<file path="src/rtl/sorted_array_table_defines.svh">
// ----------------------------------------------------------------------------
// Sorted array table assertion macros
// Shared concurrent assertion wrappers, clocked on clk_i.
// ----------------------------------------------------------------------------
`ifndef SORTED_ARRAY_TABLE_DEFINES_SVH
`define SORTED_ARRAY_TABLE_DEFINES_SVH

// Checked only while reset is released.
`define SAT_ASSERT(lbl, prop, msg) \
  lbl: assert property (@(posedge clk_i) disable iff (!rst_ni) (prop)) else $error(msg);

// Checked on every edge, reset included.
`define SAT_ASSERT_ALWAYS(lbl, prop, msg) \
  lbl: assert property (@(posedge clk_i) (prop)) else $error(msg);

`endif

</file>
<file path="src/rtl/sat_pkg.sv">
// ----------------------------------------------------------------------------
// Sorted array table package
// Field widths, operation and status codes, and control structs.
// ----------------------------------------------------------------------------
`default_nettype none

package sat_pkg;

  localparam int unsigned SAT_DEPTH      = 16;
  localparam int unsigned SAT_DATA_WIDTH = 32;

  localparam int unsigned FUNC_W  = 2;
  localparam int unsigned VALUE_W = 32;
  localparam int unsigned IDX_W   = 4;
  localparam int unsigned STAT_W  = 2;
  localparam int unsigned POS_W   = 4;
  localparam int unsigned CNT_W   = 5;

  typedef enum logic [FUNC_W-1:0] {
    FUNC_INSERT = 2'd0,
    FUNC_REMOVE = 2'd1,
    FUNC_SEARCH = 2'd2
  } sat_func_e;

  typedef enum logic [STAT_W-1:0] {
    ST_DONE  = 2'd0,
    ST_FULL  = 2'd1,
    ST_RANGE = 2'd2,
    ST_MISS  = 2'd3
  } sat_status_e;

  // Shift commands broadcast to every cell.
  typedef struct packed {
    logic ins;
    logic rem;
  } sat_cell_ctrl_t;

  // Status of the search unit.
  typedef struct packed {
    logic busy;
    logic done;
    logic hit;
  } sat_srch_rsp_t;

endpackage

`default_nettype wire

</file>
<file path="src/rtl/sat_in_if.sv">
// ----------------------------------------------------------------------------
// Sorted array table request channel
// Valid/ready channel carrying one operation word.
// ----------------------------------------------------------------------------
`default_nettype none

interface sat_in_if
  import sat_pkg::*;
();
  logic                      valid;
  logic                      ready;
  logic [FUNC_W-1:0]         func;
  logic signed [VALUE_W-1:0] value;
  logic [IDX_W-1:0]          index;

  modport source (output valid, output func, output value, output index, input ready);
  modport sink   (input valid, input func, input value, input index, output ready);
endinterface

`default_nettype wire

</file>
<file path="src/rtl/sat_out_if.sv">
// ----------------------------------------------------------------------------
// Sorted array table response channel
// Valid/ready channel carrying one result word.
// ----------------------------------------------------------------------------
`default_nettype none

interface sat_out_if
  import sat_pkg::*;
();
  logic              valid;
  logic              ready;
  logic [STAT_W-1:0] status;
  logic [POS_W-1:0]  position;
  logic [CNT_W-1:0]  count;

  modport source (output valid, output status, output position, output count, input ready);
  modport sink   (input valid, input status, input position, input count, output ready);
endinterface

`default_nettype wire

</file>
<file path="src/rtl/sat_cell.sv">
// ----------------------------------------------------------------------------
// Sorted array table cell
// Holds one entry, compares it with the request value and shifts it to or
// from its neighbors on insert and remove.
// ----------------------------------------------------------------------------
`default_nettype none

module sat_cell
  import sat_pkg::*;
#(
  parameter int unsigned DATA_WIDTH = SAT_DATA_WIDTH,
  parameter int unsigned CW         = 5,
  parameter int unsigned IDX        = 0
) (
  input  logic                         clk_i,
  input  sat_cell_ctrl_t               ctrl_i,
  input  logic signed [DATA_WIDTH-1:0] value_i,
  input  logic signed [DATA_WIDTH-1:0] left_entry_i,
  input  logic signed [DATA_WIDTH-1:0] right_entry_i,
  input  logic                         left_gt_i,
  input  logic [CW-1:0]                count_i,
  input  logic [IDX_W-1:0]             index_i,
  output logic signed [DATA_WIDTH-1:0] entry_o,
  output logic                         gt_o,
  output logic                         ge_o
);

  logic signed [DATA_WIDTH-1:0] entry_q, entry_d;
  logic                         occupied;
  logic                         rem_sel;

  assign occupied = int'(IDX) < int'(count_i);
  assign rem_sel  = int'(IDX) >= int'(index_i);

  // Empty cells count as greater so the insert boundary lands on the first free one.
  assign gt_o = !occupied || (entry_q > value_i);
  assign ge_o = !occupied || (entry_q >= value_i);

  always_comb begin
    entry_d = entry_q;
    if (ctrl_i.ins && gt_o) begin
      entry_d = left_gt_i ? left_entry_i : value_i;
    end else if (ctrl_i.rem && rem_sel) begin
      entry_d = right_entry_i;
    end
  end

  always_ff @(posedge clk_i) begin
    entry_q <= entry_d;
  end

  assign entry_o = entry_q;

endmodule

`default_nettype wire

</file>
<file path="src/rtl/sat_search.sv">
// ----------------------------------------------------------------------------
// Sorted array table search unit
// Replays the binary search one midpoint per cycle against the bounds of the
// run of entries equal to the key.
// ----------------------------------------------------------------------------
`default_nettype none

module sat_search
  import sat_pkg::*;
#(
  parameter int unsigned CW = 5
) (
  input  logic          clk_i,
  input  logic          rst_ni,
  input  logic          start_i,
  input  logic          hold_i,
  input  logic [CW-1:0] low_bound_i,
  input  logic [CW-1:0] high_bound_i,
  input  logic [CW-1:0] count_i,
  output sat_srch_rsp_t rsp_o,
  output logic [CW-1:0] pos_o
);

  localparam int unsigned SW = CW + 1;

  logic          busy_q, busy_d;
  logic [CW-1:0] lo_q, lo_d;
  logic [CW-1:0] hip_q, hip_d;
  logic [CW-1:0] lb_q, lb_d;
  logic [CW-1:0] hb_q, hb_d;
  logic [SW-1:0] mid_sum;
  logic [CW-1:0] mid;
  logic          empty;
  logic          below;
  logic          above;
  logic          done;

  // hip holds high + 1, so the range is empty when lo reaches it.
  assign empty   = lo_q >= hip_q;
  assign mid_sum = SW'(lo_q) + SW'(hip_q) - SW'(1);
  assign mid     = CW'(mid_sum >> 1);
  assign below   = mid < lb_q;
  assign above   = mid >= hb_q;
  assign done    = busy_q && (empty || (!below && !above));

  always_comb begin
    busy_d = busy_q;
    lo_d   = lo_q;
    hip_d  = hip_q;
    lb_d   = lb_q;
    hb_d   = hb_q;
    if (start_i) begin
      busy_d = 1'b1;
      lo_d   = '0;
      hip_d  = count_i;
      lb_d   = low_bound_i;
      hb_d   = high_bound_i;
    end else if (busy_q) begin
      priority if (done) begin
        busy_d = hold_i;
      end else if (below) begin
        lo_d = CW'(mid + 1'b1);
      end else begin
        hip_d = mid;
      end
    end
  end

  always_ff @(posedge clk_i or negedge rst_ni) begin
    if (!rst_ni) begin
      busy_q <= 1'b0;
    end else begin
      busy_q <= busy_d;
    end
  end

  always_ff @(posedge clk_i) begin
    lo_q  <= lo_d;
    hip_q <= hip_d;
    lb_q  <= lb_d;
    hb_q  <= hb_d;
  end

  assign rsp_o.busy = busy_q;
  assign rsp_o.done = done;
  assign rsp_o.hit  = !empty;
  assign pos_o      = mid;

endmodule

`default_nettype wire

</file>
<file path="src/rtl/sorted_array_table.sv">
// Insert and remove: result word registered in the cycle after acceptance, one word per cycle
// while the output slot is not held. Search: result word set by the search unit that tries
// one midpoint per cycle; no new word is taken meanwhile.
// Reset clears the entry count and the control state; entry contents are not reset.
// ----------------------------------------------------------------------------
// Sorted array table
// Ascending table of signed entries held in a chain of compare-and-shift cells.
// ----------------------------------------------------------------------------
`default_nettype none

`include "sorted_array_table_defines.svh"

module sorted_array_table
  import sat_pkg::*;
#(
  parameter int unsigned DEPTH      = SAT_DEPTH,
  parameter int unsigned DATA_WIDTH = SAT_DATA_WIDTH
) (
  input  logic       clk_i,
  input  logic       rst_ni,
  sat_in_if.sink     req_i,
  sat_out_if.source  rsp_o
);

  localparam int unsigned CW   = $clog2(DEPTH + 1);
  localparam int unsigned CMPW = CW + IDX_W;

  // Request decode. The incoming value is resized to the entry width with its sign.
  logic                         acc;
  logic                         is_ins, is_rem, is_srch;
  logic                         full;
  logic                         rem_ok;
  logic                         ins_go, rem_go;
  logic signed [DATA_WIDTH-1:0] value_w;
  sat_cell_ctrl_t               cell_ctrl;

  logic [CW-1:0]                count_q, count_d;

  // Cell chain taps. The extra flag past the last cell is a virtual cell
  // that is always greater, so the boundary search always finds an edge.
  logic signed [DATA_WIDTH-1:0] entry_w [DEPTH];
  logic                         gt_w    [DEPTH+1];
  logic                         ge_w    [DEPTH+1];
  logic [CW-1:0]                ins_pos;
  logic [CW-1:0]                low_pos;

  sat_srch_rsp_t                srch_rsp;
  logic [CW-1:0]                srch_pos;
  logic                         hold;
  logic                         srch_wr;
  logic                         direct_wr;

  // Output register.
  logic                         out_valid_q;
  sat_status_e                  status_q, status_d;
  logic [CW-1:0]                pos_q, pos_d;
  logic [CW-1:0]                cnt_out_q, cnt_out_d;

  assign acc     = req_i.valid && req_i.ready;
  assign is_ins  = req_i.func == FUNC_INSERT;
  assign is_rem  = req_i.func == FUNC_REMOVE;
  assign is_srch = req_i.func == FUNC_SEARCH;
  assign full    = count_q == CW'(DEPTH);
  assign rem_ok  = CMPW'(req_i.index) < CMPW'(count_q);
  assign ins_go  = acc && is_ins && !full;
  assign rem_go  = acc && is_rem && rem_ok;
  assign value_w = DATA_WIDTH'(req_i.value);

  assign cell_ctrl.ins = ins_go;
  assign cell_ctrl.rem = rem_go;

  // The output slot is busy when it holds a word that is not being taken.
  assign hold = out_valid_q && !rsp_o.ready;

  // A word is taken only when no search is running and the output slot frees up.
  assign req_i.ready = !srch_rsp.busy && !hold;

  // Each cell holds one entry. On insert, every cell above the insert point
  // takes its left neighbor's entry and the boundary cell takes the new value.
  // On remove, every cell at or above the index takes its right neighbor's entry.
  for (genvar k = 0; k < DEPTH; k++) begin : g_cell
    logic signed [DATA_WIDTH-1:0] left_entry;
    logic signed [DATA_WIDTH-1:0] right_entry;
    logic                         left_gt;

    if (k == 0) begin : g_first
      assign left_entry = value_w;
      assign left_gt    = 1'b0;
    end else begin : g_inner
      assign left_entry = entry_w[k-1];
      assign left_gt    = gt_w[k-1];
    end

    if (k == DEPTH - 1) begin : g_last
      assign right_entry = entry_w[k];
    end else begin : g_body
      assign right_entry = entry_w[k+1];
    end

    sat_cell #(
      .DATA_WIDTH (DATA_WIDTH),
      .CW         (CW),
      .IDX        (k)
    ) u_cell (
      .clk_i         (clk_i),
      .ctrl_i        (cell_ctrl),
      .value_i       (value_w),
      .left_entry_i  (left_entry),
      .right_entry_i (right_entry),
      .left_gt_i     (left_gt),
      .count_i       (count_q),
      .index_i       (req_i.index),
      .entry_o       (entry_w[k]),
      .gt_o          (gt_w[k]),
      .ge_o          (ge_w[k])
    );
  end

  assign gt_w[DEPTH] = 1'b1;
  assign ge_w[DEPTH] = 1'b1;

  // The greater and greater-or-equal flags rise once along the chain. The
  // rising edge of the first gives the insert position, which is also the end
  // of the run of entries equal to the value; the second gives its start.
  always_comb begin
    ins_pos = '0;
    low_pos = '0;
    for (int k = 1; k <= int'(DEPTH); k++) begin
      if (gt_w[k] && !gt_w[k-1]) begin
        ins_pos = ins_pos | CW'(k);
      end
      if (ge_w[k] && !ge_w[k-1]) begin
        low_pos = low_pos | CW'(k);
      end
    end
  end

  // The search unit walks the midpoints over the run bounds captured here.
  sat_search #(
    .CW (CW)
  ) u_search (
    .clk_i        (clk_i),
    .rst_ni       (rst_ni),
    .start_i      (acc && is_srch),
    .hold_i       (hold),
    .low_bound_i  (low_pos),
    .high_bound_i (ins_pos),
    .count_i      (count_q),
    .rsp_o        (srch_rsp),
    .pos_o        (srch_pos)
  );

  assign srch_wr   = srch_rsp.done && !hold;
  assign direct_wr = acc && !is_srch;

  always_comb begin
    count_d = count_q;
    if (ins_go) begin
      count_d = count_q + 1'b1;
    end else if (rem_go) begin
      count_d = count_q - 1'b1;
    end
  end

  // Result word for the operation finishing this cycle.
  always_comb begin
    status_d  = ST_DONE;
    pos_d     = '0;
    cnt_out_d = count_d;
    if (srch_wr) begin
      if (srch_rsp.hit) begin
        pos_d = srch_pos;
      end else begin
        status_d = ST_MISS;
      end
    end else begin
      unique case (sat_func_e'(req_i.func))
        FUNC_INSERT: begin
          if (full) begin
            status_d = ST_FULL;
          end else begin
            pos_d = ins_pos;
          end
        end
        FUNC_REMOVE: begin
          if (rem_ok) begin
            pos_d = CW'(req_i.index);
          end else begin
            status_d = ST_RANGE;
          end
        end
        default: begin
          // The unused operation code changes nothing and reports done.
          status_d = ST_DONE;
        end
      endcase
    end
  end

  always_ff @(posedge clk_i or negedge rst_ni) begin
    if (!rst_ni) begin
      count_q     <= '0;
      out_valid_q <= 1'b0;
    end else begin
      count_q <= count_d;
      if (srch_wr || direct_wr) begin
        out_valid_q <= 1'b1;
      end else if (rsp_o.ready) begin
        out_valid_q <= 1'b0;
      end
    end
  end

  always_ff @(posedge clk_i) begin
    if (srch_wr || direct_wr) begin
      status_q  <= status_d;
      pos_q     <= pos_d;
      cnt_out_q <= cnt_out_d;
    end
  end

  assign rsp_o.valid    = out_valid_q;
  assign rsp_o.status   = status_q;
  assign rsp_o.position = POS_W'(pos_q);
  assign rsp_o.count    = CNT_W'(cnt_out_q);

  // The stored count never passes the table depth.
  `SAT_ASSERT_ALWAYS(a_count_bound, count_q <= CW'(DEPTH), "entry count above depth")
  // An accepted insert into a table with room grows the count by one.
  `SAT_ASSERT(a_ins_grows, ins_go |=> count_q == $past(count_q) + 1'b1, "insert did not grow count")
  // An accepted in-range remove shrinks the count by one.
  `SAT_ASSERT(a_rem_shrinks, rem_go |=> count_q == $past(count_q) - 1'b1, "remove did not shrink count")
  // A search result and a direct result never compete for the output slot.
  `SAT_ASSERT(a_no_collide, !(srch_wr && direct_wr), "search and direct result collide")
  // Any word other than done carries position zero.
  `SAT_ASSERT(a_reject_pos, rsp_o.valid && rsp_o.status != ST_DONE |-> rsp_o.position == '0, "nonzero position on reject")

endmodule

`default_nettype wire
</file>
<file path="src/flat_wrapper.sv">
// flat-port wrapper written by rule: the top's interface ports become plain ports
module sorted_array_table_flat import sat_pkg::*;
#(
  parameter int unsigned DEPTH      = SAT_DEPTH,
  parameter int unsigned DATA_WIDTH = SAT_DATA_WIDTH
)
  (clk_i, rst_ni, req_i_valid, req_i_func, req_i_value, req_i_index, req_i_ready, rsp_o_valid, rsp_o_status, rsp_o_position, rsp_o_count, rsp_o_ready);
  sat_in_if req_i_i ();
  sat_out_if rsp_o_i ();
  input  logic clk_i;
  input  logic rst_ni;
  input wire logic [$bits(req_i_i.valid)-1:0] req_i_valid;
  input wire logic [$bits(req_i_i.func)-1:0] req_i_func;
  input wire logic [$bits(req_i_i.value)-1:0] req_i_value;
  input wire logic [$bits(req_i_i.index)-1:0] req_i_index;
  output wire logic [$bits(req_i_i.ready)-1:0] req_i_ready;
  output wire logic [$bits(rsp_o_i.valid)-1:0] rsp_o_valid;
  output wire logic [$bits(rsp_o_i.status)-1:0] rsp_o_status;
  output wire logic [$bits(rsp_o_i.position)-1:0] rsp_o_position;
  output wire logic [$bits(rsp_o_i.count)-1:0] rsp_o_count;
  input wire logic [$bits(rsp_o_i.ready)-1:0] rsp_o_ready;
  assign req_i_i.valid = req_i_valid;
  assign req_i_i.func = req_i_func;
  assign req_i_i.value = req_i_value;
  assign req_i_i.index = req_i_index;
  assign req_i_ready = req_i_i.ready;
  assign rsp_o_valid = rsp_o_i.valid;
  assign rsp_o_status = rsp_o_i.status;
  assign rsp_o_position = rsp_o_i.position;
  assign rsp_o_count = rsp_o_i.count;
  assign rsp_o_i.ready = rsp_o_ready;
  sorted_array_table #(.DEPTH(DEPTH), .DATA_WIDTH(DATA_WIDTH)) u_core (.clk_i(clk_i), .rst_ni(rst_ni), .req_i(req_i_i), .rsp_o(rsp_o_i));
endmodule
</file>
<file path="config.mk">
export PLATFORM = sky130hd
export DESIGN_NAME = sorted_array_table_flat
export DESIGN_NICKNAME = d
export VERILOG_FILES = /design/src/rtl/sat_pkg.sv /design/src/rtl/sat_in_if.sv /design/src/rtl/sat_out_if.sv /design/src/rtl/sat_cell.sv /design/src/rtl/sat_search.sv /design/src/rtl/sorted_array_table.sv /design/src/flat_wrapper.sv
export VERILOG_INCLUDE_DIRS = /design/src /design/src/rtl
export SDC_FILE = /design/constraint.sdc
export NUM_CORES = 2
export LEC_CHECK = 0
export ABC_AREA = 1
export BUFFER_PORTS_ARGS = -buffer_cell sky130_fd_sc_hd__buf_2
export CORE_ASPECT_RATIO = 1.4
export CORE_MARGIN = 3
export CORE_UTILIZATION = 65
export CTS_CLUSTER_SIZE = 14
export DETAILED_ROUTE_END_ITERATION = 8
export GPL_TIMING_DRIVEN = 1
export PLACE_DENSITY = 0.8
export REMOVE_ABC_BUFFERS = 1
export SLEW_MARGIN = 20
export SYNTH_ARGS = -nofsm -noshare
export SYNTH_HDL_FRONTEND = slang
export SYNTH_HIERARCHICAL = 1
export SYNTH_SLANG_ARGS = --single-unit
</file>
<file path="constraint.sdc">
create_clock -name clk_i -period 11.5 [get_ports clk_i]
set_input_delay 1.15 -clock clk_i [delete_from_list [all_inputs] [get_ports clk_i]]
set_output_delay 1.15 -clock clk_i [all_outputs]
set_load 0.1 [all_outputs]
</file>
# --- After elaboration in Yosys (flattened, before gate mapping) ---
# Cells that the tools add are included.
totals:
  reg_bits: 550
  latchBits: 0
  ramBits: 0
  mem_bits_ro: 0
  in_bits: 42
  out_inout_bits: 13
  wordCells: 382
  n_memories: 0
op_classes:
  add_sub_neg: 5
  multipliers: 0
  div_mod_pow: 0
  n_lt_le_gt_ge: 67
  eq_ne: 5
  shift: 0
  muxes: 97
  bitwise: 1
  reduce_logical: 180
op_table:
  columns: ["operator", "n"]
  rows:
  - ["32-bit 2-to-1 mux", 45]
  - ["32-bit greater-or-equal comparator", 16]
  - ["32-bit greater-than comparator", 16]
  - ["4-bit 2-to-1 mux", 20]
  - ["1-bit logical AND", 73]
  - ["1-bit logical NOT", 53]
  - ["4-bit by 5-bit less-than comparator with 1-bit output, first input constant", 8]
  - ["5-bit 2-to-1 mux", 7]
  - ["1-bit logical OR", 34]
  - ["2-bit nonzero test", 17]
  - ["4-bit greater-or-equal comparator, first input constant", 7]
  - ["3-bit 2-to-1 mux", 8]
  - ["3-bit by 5-bit less-than comparator with 1-bit output, first input constant", 4]
  - ["3-bit by 4-bit greater-or-equal comparator with 1-bit output, first input constant", 4]
  - ["2-bit 2-to-1 mux", 7]
  - ["5-bit by 1-bit adder with 5-bit output, second input constant", 2]
  - ["5-bit greater-or-equal comparator", 2]
  - ["1-bit by 5-bit less-than comparator with 1-bit output, first input constant", 2]
  - ["2-bit by 5-bit less-than comparator with 1-bit output, first input constant", 2]
  - ["1-bit by 4-bit greater-or-equal comparator with 1-bit output, first input constant", 2]
  - ["2-bit by 4-bit greater-or-equal comparator with 1-bit output, first input constant", 2]
  - ["1-bit 2-to-1 mux", 8]
  - ["4-bit case mux with 2 select lines", 1]
  - ["5-bit by 5-bit adder with 6-bit output", 1]
  - ["other kinds (12)", 14]

# --- Logic depth before layout (Yosys ltp) ---
logic_depth:
  ltp_word: 24
  mapped_depth: 26
  mapped_depth_nobuf: 25

# --- Cells and area by module ---
# Netlist, hierarchy kept.
by_module_without_submodules:
  columns: ["mod", "n_inst", "cells_per_inst", "area_per_inst_um2", "seq_area_each_um2"]
  rows:
  - ["sat_cell at u_core.g_cell[4].u_cell ...", 2, 361, 2691.3, 960.9]
  - ["sat_cell at u_core.g_cell[14].u_cell ...", 2, 359, 2686.3, 960.9]
  - ["sat_cell at u_core.g_cell[13].u_cell ...", 2, 359, 2683.8, 960.9]
  - ["sat_cell at u_core.g_cell[15].u_cell", 1, 364, 2717.6, 960.9]
  - ["sat_cell at u_core.g_cell[10].u_cell", 1, 362, 2696.3, 960.9]
  - ["sat_cell at u_core.g_cell[8].u_cell", 1, 361, 2695.1, 960.9]
  - ["sat_cell at u_core.g_cell[12].u_cell", 1, 362, 2693.8, 960.9]
  - ["sat_cell at u_core.g_cell[2].u_cell", 1, 360, 2690.1, 960.9]
  - ["sat_cell at u_core.g_cell[0].u_cell", 1, 361, 2688.8, 960.9]
  - ["sat_cell at u_core.g_cell[1].u_cell", 1, 359, 2682.6, 960.9]
  - ["sat_cell at u_core.g_cell[11].u_cell", 1, 359, 2681.3, 960.9]
  - ["sat_cell at u_core.g_cell[3].u_cell", 1, 359, 2680.1, 960.9]
  - ["sat_cell at u_core.g_cell[7].u_cell", 1, 358, 2677.6, 960.9]
  - ["sat_search", 1, 191, 1544.0, 575.6]
  - ["sorted_array_table", 1, 219, 1490.2, 480.5]

# --- Worst setup path before layout ---
# No wires, ideal clock.
synth_path:
  kind: "input to register"
  start: "input port req_i_index[3]"
  end: "register u_core.g_cell[6].u_cell.entry_q[0], enable pin"
  setup_time_ns: 0.425
  arrival_time_ns: 3.678
  required_ns: 11.075
  setup_slack_ns: 7.397
  cell_stages: 10
  n_path_buf: 0
  path_cell_list: "ha_1 inv_1 nor2_1 nand2_1 nand2_2 inv_2 nand3_4 inv_1 nand2_1 o21ai_1"
synth_between:
  elab_chain_len: 4
  elab_cells_between_ends: 5
  classes_between: "order compare: 2; reduce/logical: 3"
synth_rtl:
  columns: ["element", "line", "text"]
  rows:
  - ["from (decl)", "flat_wrapper.sv:15", "input wire logic [$bits(req_i_i.index)-1:0] req_i_index;"]
  - ["4-bit by 5-bit less-than comparator with 1-bit output", "sorted_array_table.sv:64", "assign rem_ok = CMPW'(req_i.index) < CMPW'(count_q);"]
  - ["1-bit logical AND", "sorted_array_table.sv:66", "assign rem_go = acc && is_rem && rem_ok;"]
  - ["via u_core.rem_go", "sorted_array_table.sv:33", "logic ins_go, rem_go;"]
  - ["1-bit logical AND", "sat_cell.sv:43", "end else if (ctrl_i.rem && rem_sel) begin"]
  - ["2-bit nonzero test (no line)", null, null]
  - ["to (signal assigned)", "sat_cell.sv:49", "entry_q <= entry_d;"]
  - ["to (decl)", "sat_cell.sv:28", "logic signed [DATA_WIDTH-1:0] entry_q, entry_d;"]
# The timed path passes the listed nets, and every way through them passes these cells.
# A chain may end at the register's enable or synchronous reset.

# --- Final worst setup path ---
layout_path:
  start: "register u_core.count_q[1]"
  end: "register u_core.g_cell[10].u_cell.entry_q[11], enable pin"
layout_between:
  elab_chain_len: 5
  elab_cells_between_ends: 11
  classes_between: "order compare: 2; eq/ne: 1; reduce/logical: 8"
layout_rtl:
  columns: ["element", "line", "text"]
  rows:
  - ["from (decl)", "sorted_array_table.sv:37", "logic [CW-1:0] count_q, count_d;"]
  - ["from (signal assigned)", "sorted_array_table.sv:205", "count_q <= count_d;"]
  - ["5-bit == test", "sorted_array_table.sv:63", "assign full = count_q == CW'(DEPTH);"]
  - ["1-bit logical NOT", "sorted_array_table.sv:65", "assign ins_go = acc && is_ins && !full;"]
  - ["1-bit logical AND", "sorted_array_table.sv:65", null]
  - ["via u_core.ins_go", "sorted_array_table.sv:33", null]
  - ["1-bit logical AND", "sat_cell.sv:41", "if (ctrl_i.ins && gt_o) begin"]
  - ["2-bit nonzero test (no line)", null, null]
  - ["to (signal assigned)", "sat_cell.sv:49", null]
  - ["to (decl)", "sat_cell.sv:28", null]
# The timed path passes the listed nets, and every way through them passes these cells.

==> flow_summary.ini <==
[placement]
gp_congestion = 0.931
io_buffers = 54
placed_area_um2 = 46300
dp_hpwl_um = 83300

[cts]
cts_setup_buffers = 0
ctsHoldBuffers = 0
cts_buffers = 58
cts_max_level = 2
clk_pin_slew_ns = 0.06
cts_root_buffer = clkbuf_16
clock-sinks = 550
cts_buffer_depth = 3
cts_tree = yes
clk_latency_ns = 0.65
cts_resized = 0

[yosys]
synth.top_cells.by_count = nand2_1, inv_1, nand3_1
yosys.area.top_type = edfxtp_1
yosysMostFrequentCell = nand2_1
synth_cells = 6173
ys_seq_elements = 550
ys_seq_area_share_pct = 35.7
synth.area.top_cells = edfxtp_1, nand2_1, ha_1
synth-async-reset-ratio_pct = 1.27
ys_types = 56
syn_avg_cell_area_um2 = 7.46
synth_top_area_share_pct = 35.1
ys_dominant_reg_cell = edfxtp_1
synth_warnings = 6
syn-cell-area_um2 = 46100
synth_edf_count = 538

[run]
cap_viol_max_count = 0

[finish]
layout-drive-gt1-share_pct = 5.44
final_nets = 6637
antenna_cells = 0
filler_cell_count = 5898
final_area_um2 = 48100
area_growth_pct = 4.44

[power_and_ir_drop]
leakage_nw = 24.9
powerDensity_nw_per_um2 = 171
ir_worst_vdd_v = 0.000151

[detailed_routing]
first_pass_iters = 6
drtIter0Drc = 3239
num_vias = 39900
via_per_inst = 5.67
ant_nets = 0
remaining_drc_errors = 0
wire_per_inst_um = 16.1
drt-total-wl_um = 113000

[setup_path]
path_class = reg2reg
crit_fanout = 133
critPathRequiredTime_ns = 11.79
end_kind = flip-flop
cp.arrival_ns = 5.03
start_kind = flip-flop

[sta]
finalClockSkew_ns = 0.0173
fin_crit_sh_pct = 41.3
hold_viol = 0
finalSetupViolations = 0
fmax_mhz = 211
fin_tns_setup_ns = 0
tightestPinTransition_ns = 0.992
layout_min_cycle_time_ns = 4.75
slew_headroom_pct = 33.9
drv_slew = 0
rsz0062_at_grt = false

[floorplan]
io_pins = 55
dieHeight_um = 321
fp-row-count = 114
die-width_um = 231
core_um2 = 69600
dieArea_um2 = 74100
floorplan.initialDensity_pct = 66.2

[global_routing]
antenna_found_initial = 1
grt_overflow = 0
grt.total_usage_pct = 30.1
grt_max_degree = 134
grt_pass1_wl_um = 186000
grt_pass1_vias = 39000

[run_status]
status = completed

[hold_path]
hp-class = in2async
## power breakdown
group | internal (mW) | leakage (nW) | switching, mW
combinational | 1.03 | 19.0 | 2.50
clock | 1.07 | 0.907 | 0.818
sequential | 2.61 | 5.04 | 0.187
total | 4.70 | 24.9 | 3.51
## sequential cells by signal (all words and copies together) (netlist names)
signal and cells:
u_core/u_search/hb_q 5, u_core/rsp_o.count 5, u_core/count_q 5, u_core/rsp_o.status 2
u_core/u_search/lb_q 5, u_core/rsp_o.valid 1, u_core/pos_q 4, u_core/g_cell.u_cell/entry_o 512
u_core/u_search/hip_q 5, u_core/u_search/lo_q 5, u_core/u_search/busy_q 1
## through the flow
stage | utilization (%) | setup slack, ns | total power [mW] | hold WS [ns] | cells
after floorplan | - | 4.02 | 5.36 | 0.519 | 5894
after global placement | 66.5 | 6.38 | 6.18 | 0.537 | 6921
after detailed placement | 66.5 | 6.31 | 6.26 | 0.541 | 6921
after CTS | 69.1 | 6.87 | 8.19 | 0.319 | 7029
after global routing | 69.1 | 6.52 | 8.80 | 0.342 | 7029
final | 69.1 | 6.75 | 8.21 | 0.341 | 7029
## worst paths after layout
kind / start / endpoint / slack, ns / depth (start not counted)
worst max register to register: u_core/count_q[1] / u_core/g_cell[10].u_cell/entry_o[11] / 6.75 / 12
worst max-delay path: u_core/count_q[1] / u_core/g_cell[10].u_cell/entry_o[11] / 6.75 / 12
worst min-delay path: rst_ni / u_core/count_q[2] / 0.34 / 1
min in group clk_i: u_core/g_cell[8].u_cell/entry_o[0] / u_core/g_cell[7].u_cell/entry_o[0] / 0.56 / 2
worst min register to register: u_core/g_cell[8].u_cell/entry_o[0] / u_core/g_cell[7].u_cell/entry_o[0] / 0.56 / 2
max in group asynchronous: rst_ni / u_core/rsp_o.valid / 10.98 / 1
## cell usage in the layout, fill, tap and decap left out, types with 2 or more instances in the layout
| cell | netlist | final |
|---|---|---|
| inv_6 | 1 | 2 |
| nor3_1 | 4 | 3 |
| a21o_1 | 34 | 34 |
| nand2_1 | 2231 | 2231 |
| edfxtp_1 | 538 | 538 |
| o21a_1 | 33 | 33 |
| a21oi_1 | 232 | 232 |
| o21ai_2 | 0 | 4 |
| nand3_1 | 555 | 555 |
| inv_1 | 728 | 728 |
| nor2_4 | 4 | 4 |
| clkinv_1 | 1 | 17 |
| nand3_4 | 5 | 5 |
| dfxtp_1 | 5 | 5 |
| nand2_2 | 26 | 26 |
| inv_2 | 6 | 6 |
| nor4_4 | 15 | 15 |
| clkbuf_1 | 179 | 12 |
| xor2_1 | 4 | 4 |
| mux2_2 | 16 | 16 |
| buf_2 | 2 | 54 |
| dfrtp_1 | 7 | 7 |
| nor2_2 | 19 | 19 |
| clkinv_2 | 0 | 13 |
| ha_1 | 541 | 541 |
| nor2_1 | 170 | 170 |
| or2_2 | 2 | 2 |
| nand4_1 | 69 | 69 |
| o21ai_0 | 551 | 551 |
| nand3_2 | 17 | 17 |
| o21ai_1 | 23 | 19 |
| clkbuf_16 | 0 | 59 |
| buf_4 | 48 | 44 |
| o21bai_1 | 3 | 3 |
| bufinv_16 | 0 | 6 |
| nand2_4 | 32 | 32 |
## area by class of cell
type / count / area (um^2) / area share (%)
clock buffer: 71 / 1520 / 3.16
clock inverter: 37 / 322 / 0.668
inverter: 737 / 2770 / 5.77
multi-input combinational: 4607 / 25300 / 52.5
sequential: 550 / 16400 / 34.2
tap: 928 / 1160 / 2.41
timing repair buffer: 99 / 621 / 1.29
## critical path, stage by stage, from the launching register on
cell	delay, ns
dfrtp_1	0.93
inv_1	0.22
ha_1	0.31
nand2_4	0.10
nor2_2	0.04
nand2_2	0.08
nand2_4	0.08
nor2_8	0.26
buf_12	0.56
buf_4	0.71
nand2_4	0.38
nand2_1	0.15
buf_4	0.39
## routing by layer
metal  track usage [%]  up-vias  part of all wire (%)
li1                  -    20200                     -
met1              36.5    18200                    40
met2              54.4     1242                    50
met3              3.94      250                   6.0
met4              11.7        0                   3.9
met5                 0        -                     0
## kinds of logic (layout without fill, tap and decap cells)
group	Yosys count	after routing	synth area share, %
and+or+nand+nor	3156	3156	29.5
buffers and inverters	1016	944	9.49
AOI/OAI and AO/OA	888	888	10.1
DFF	550	550	35.7
adders and majority gates	542	542	14.7
muxes	16	16	0.391
xor gates and xnor gates	4	4	0.0761
other	1	1	0.00814
Note: power is estimated with default switching activity, not from simulation.
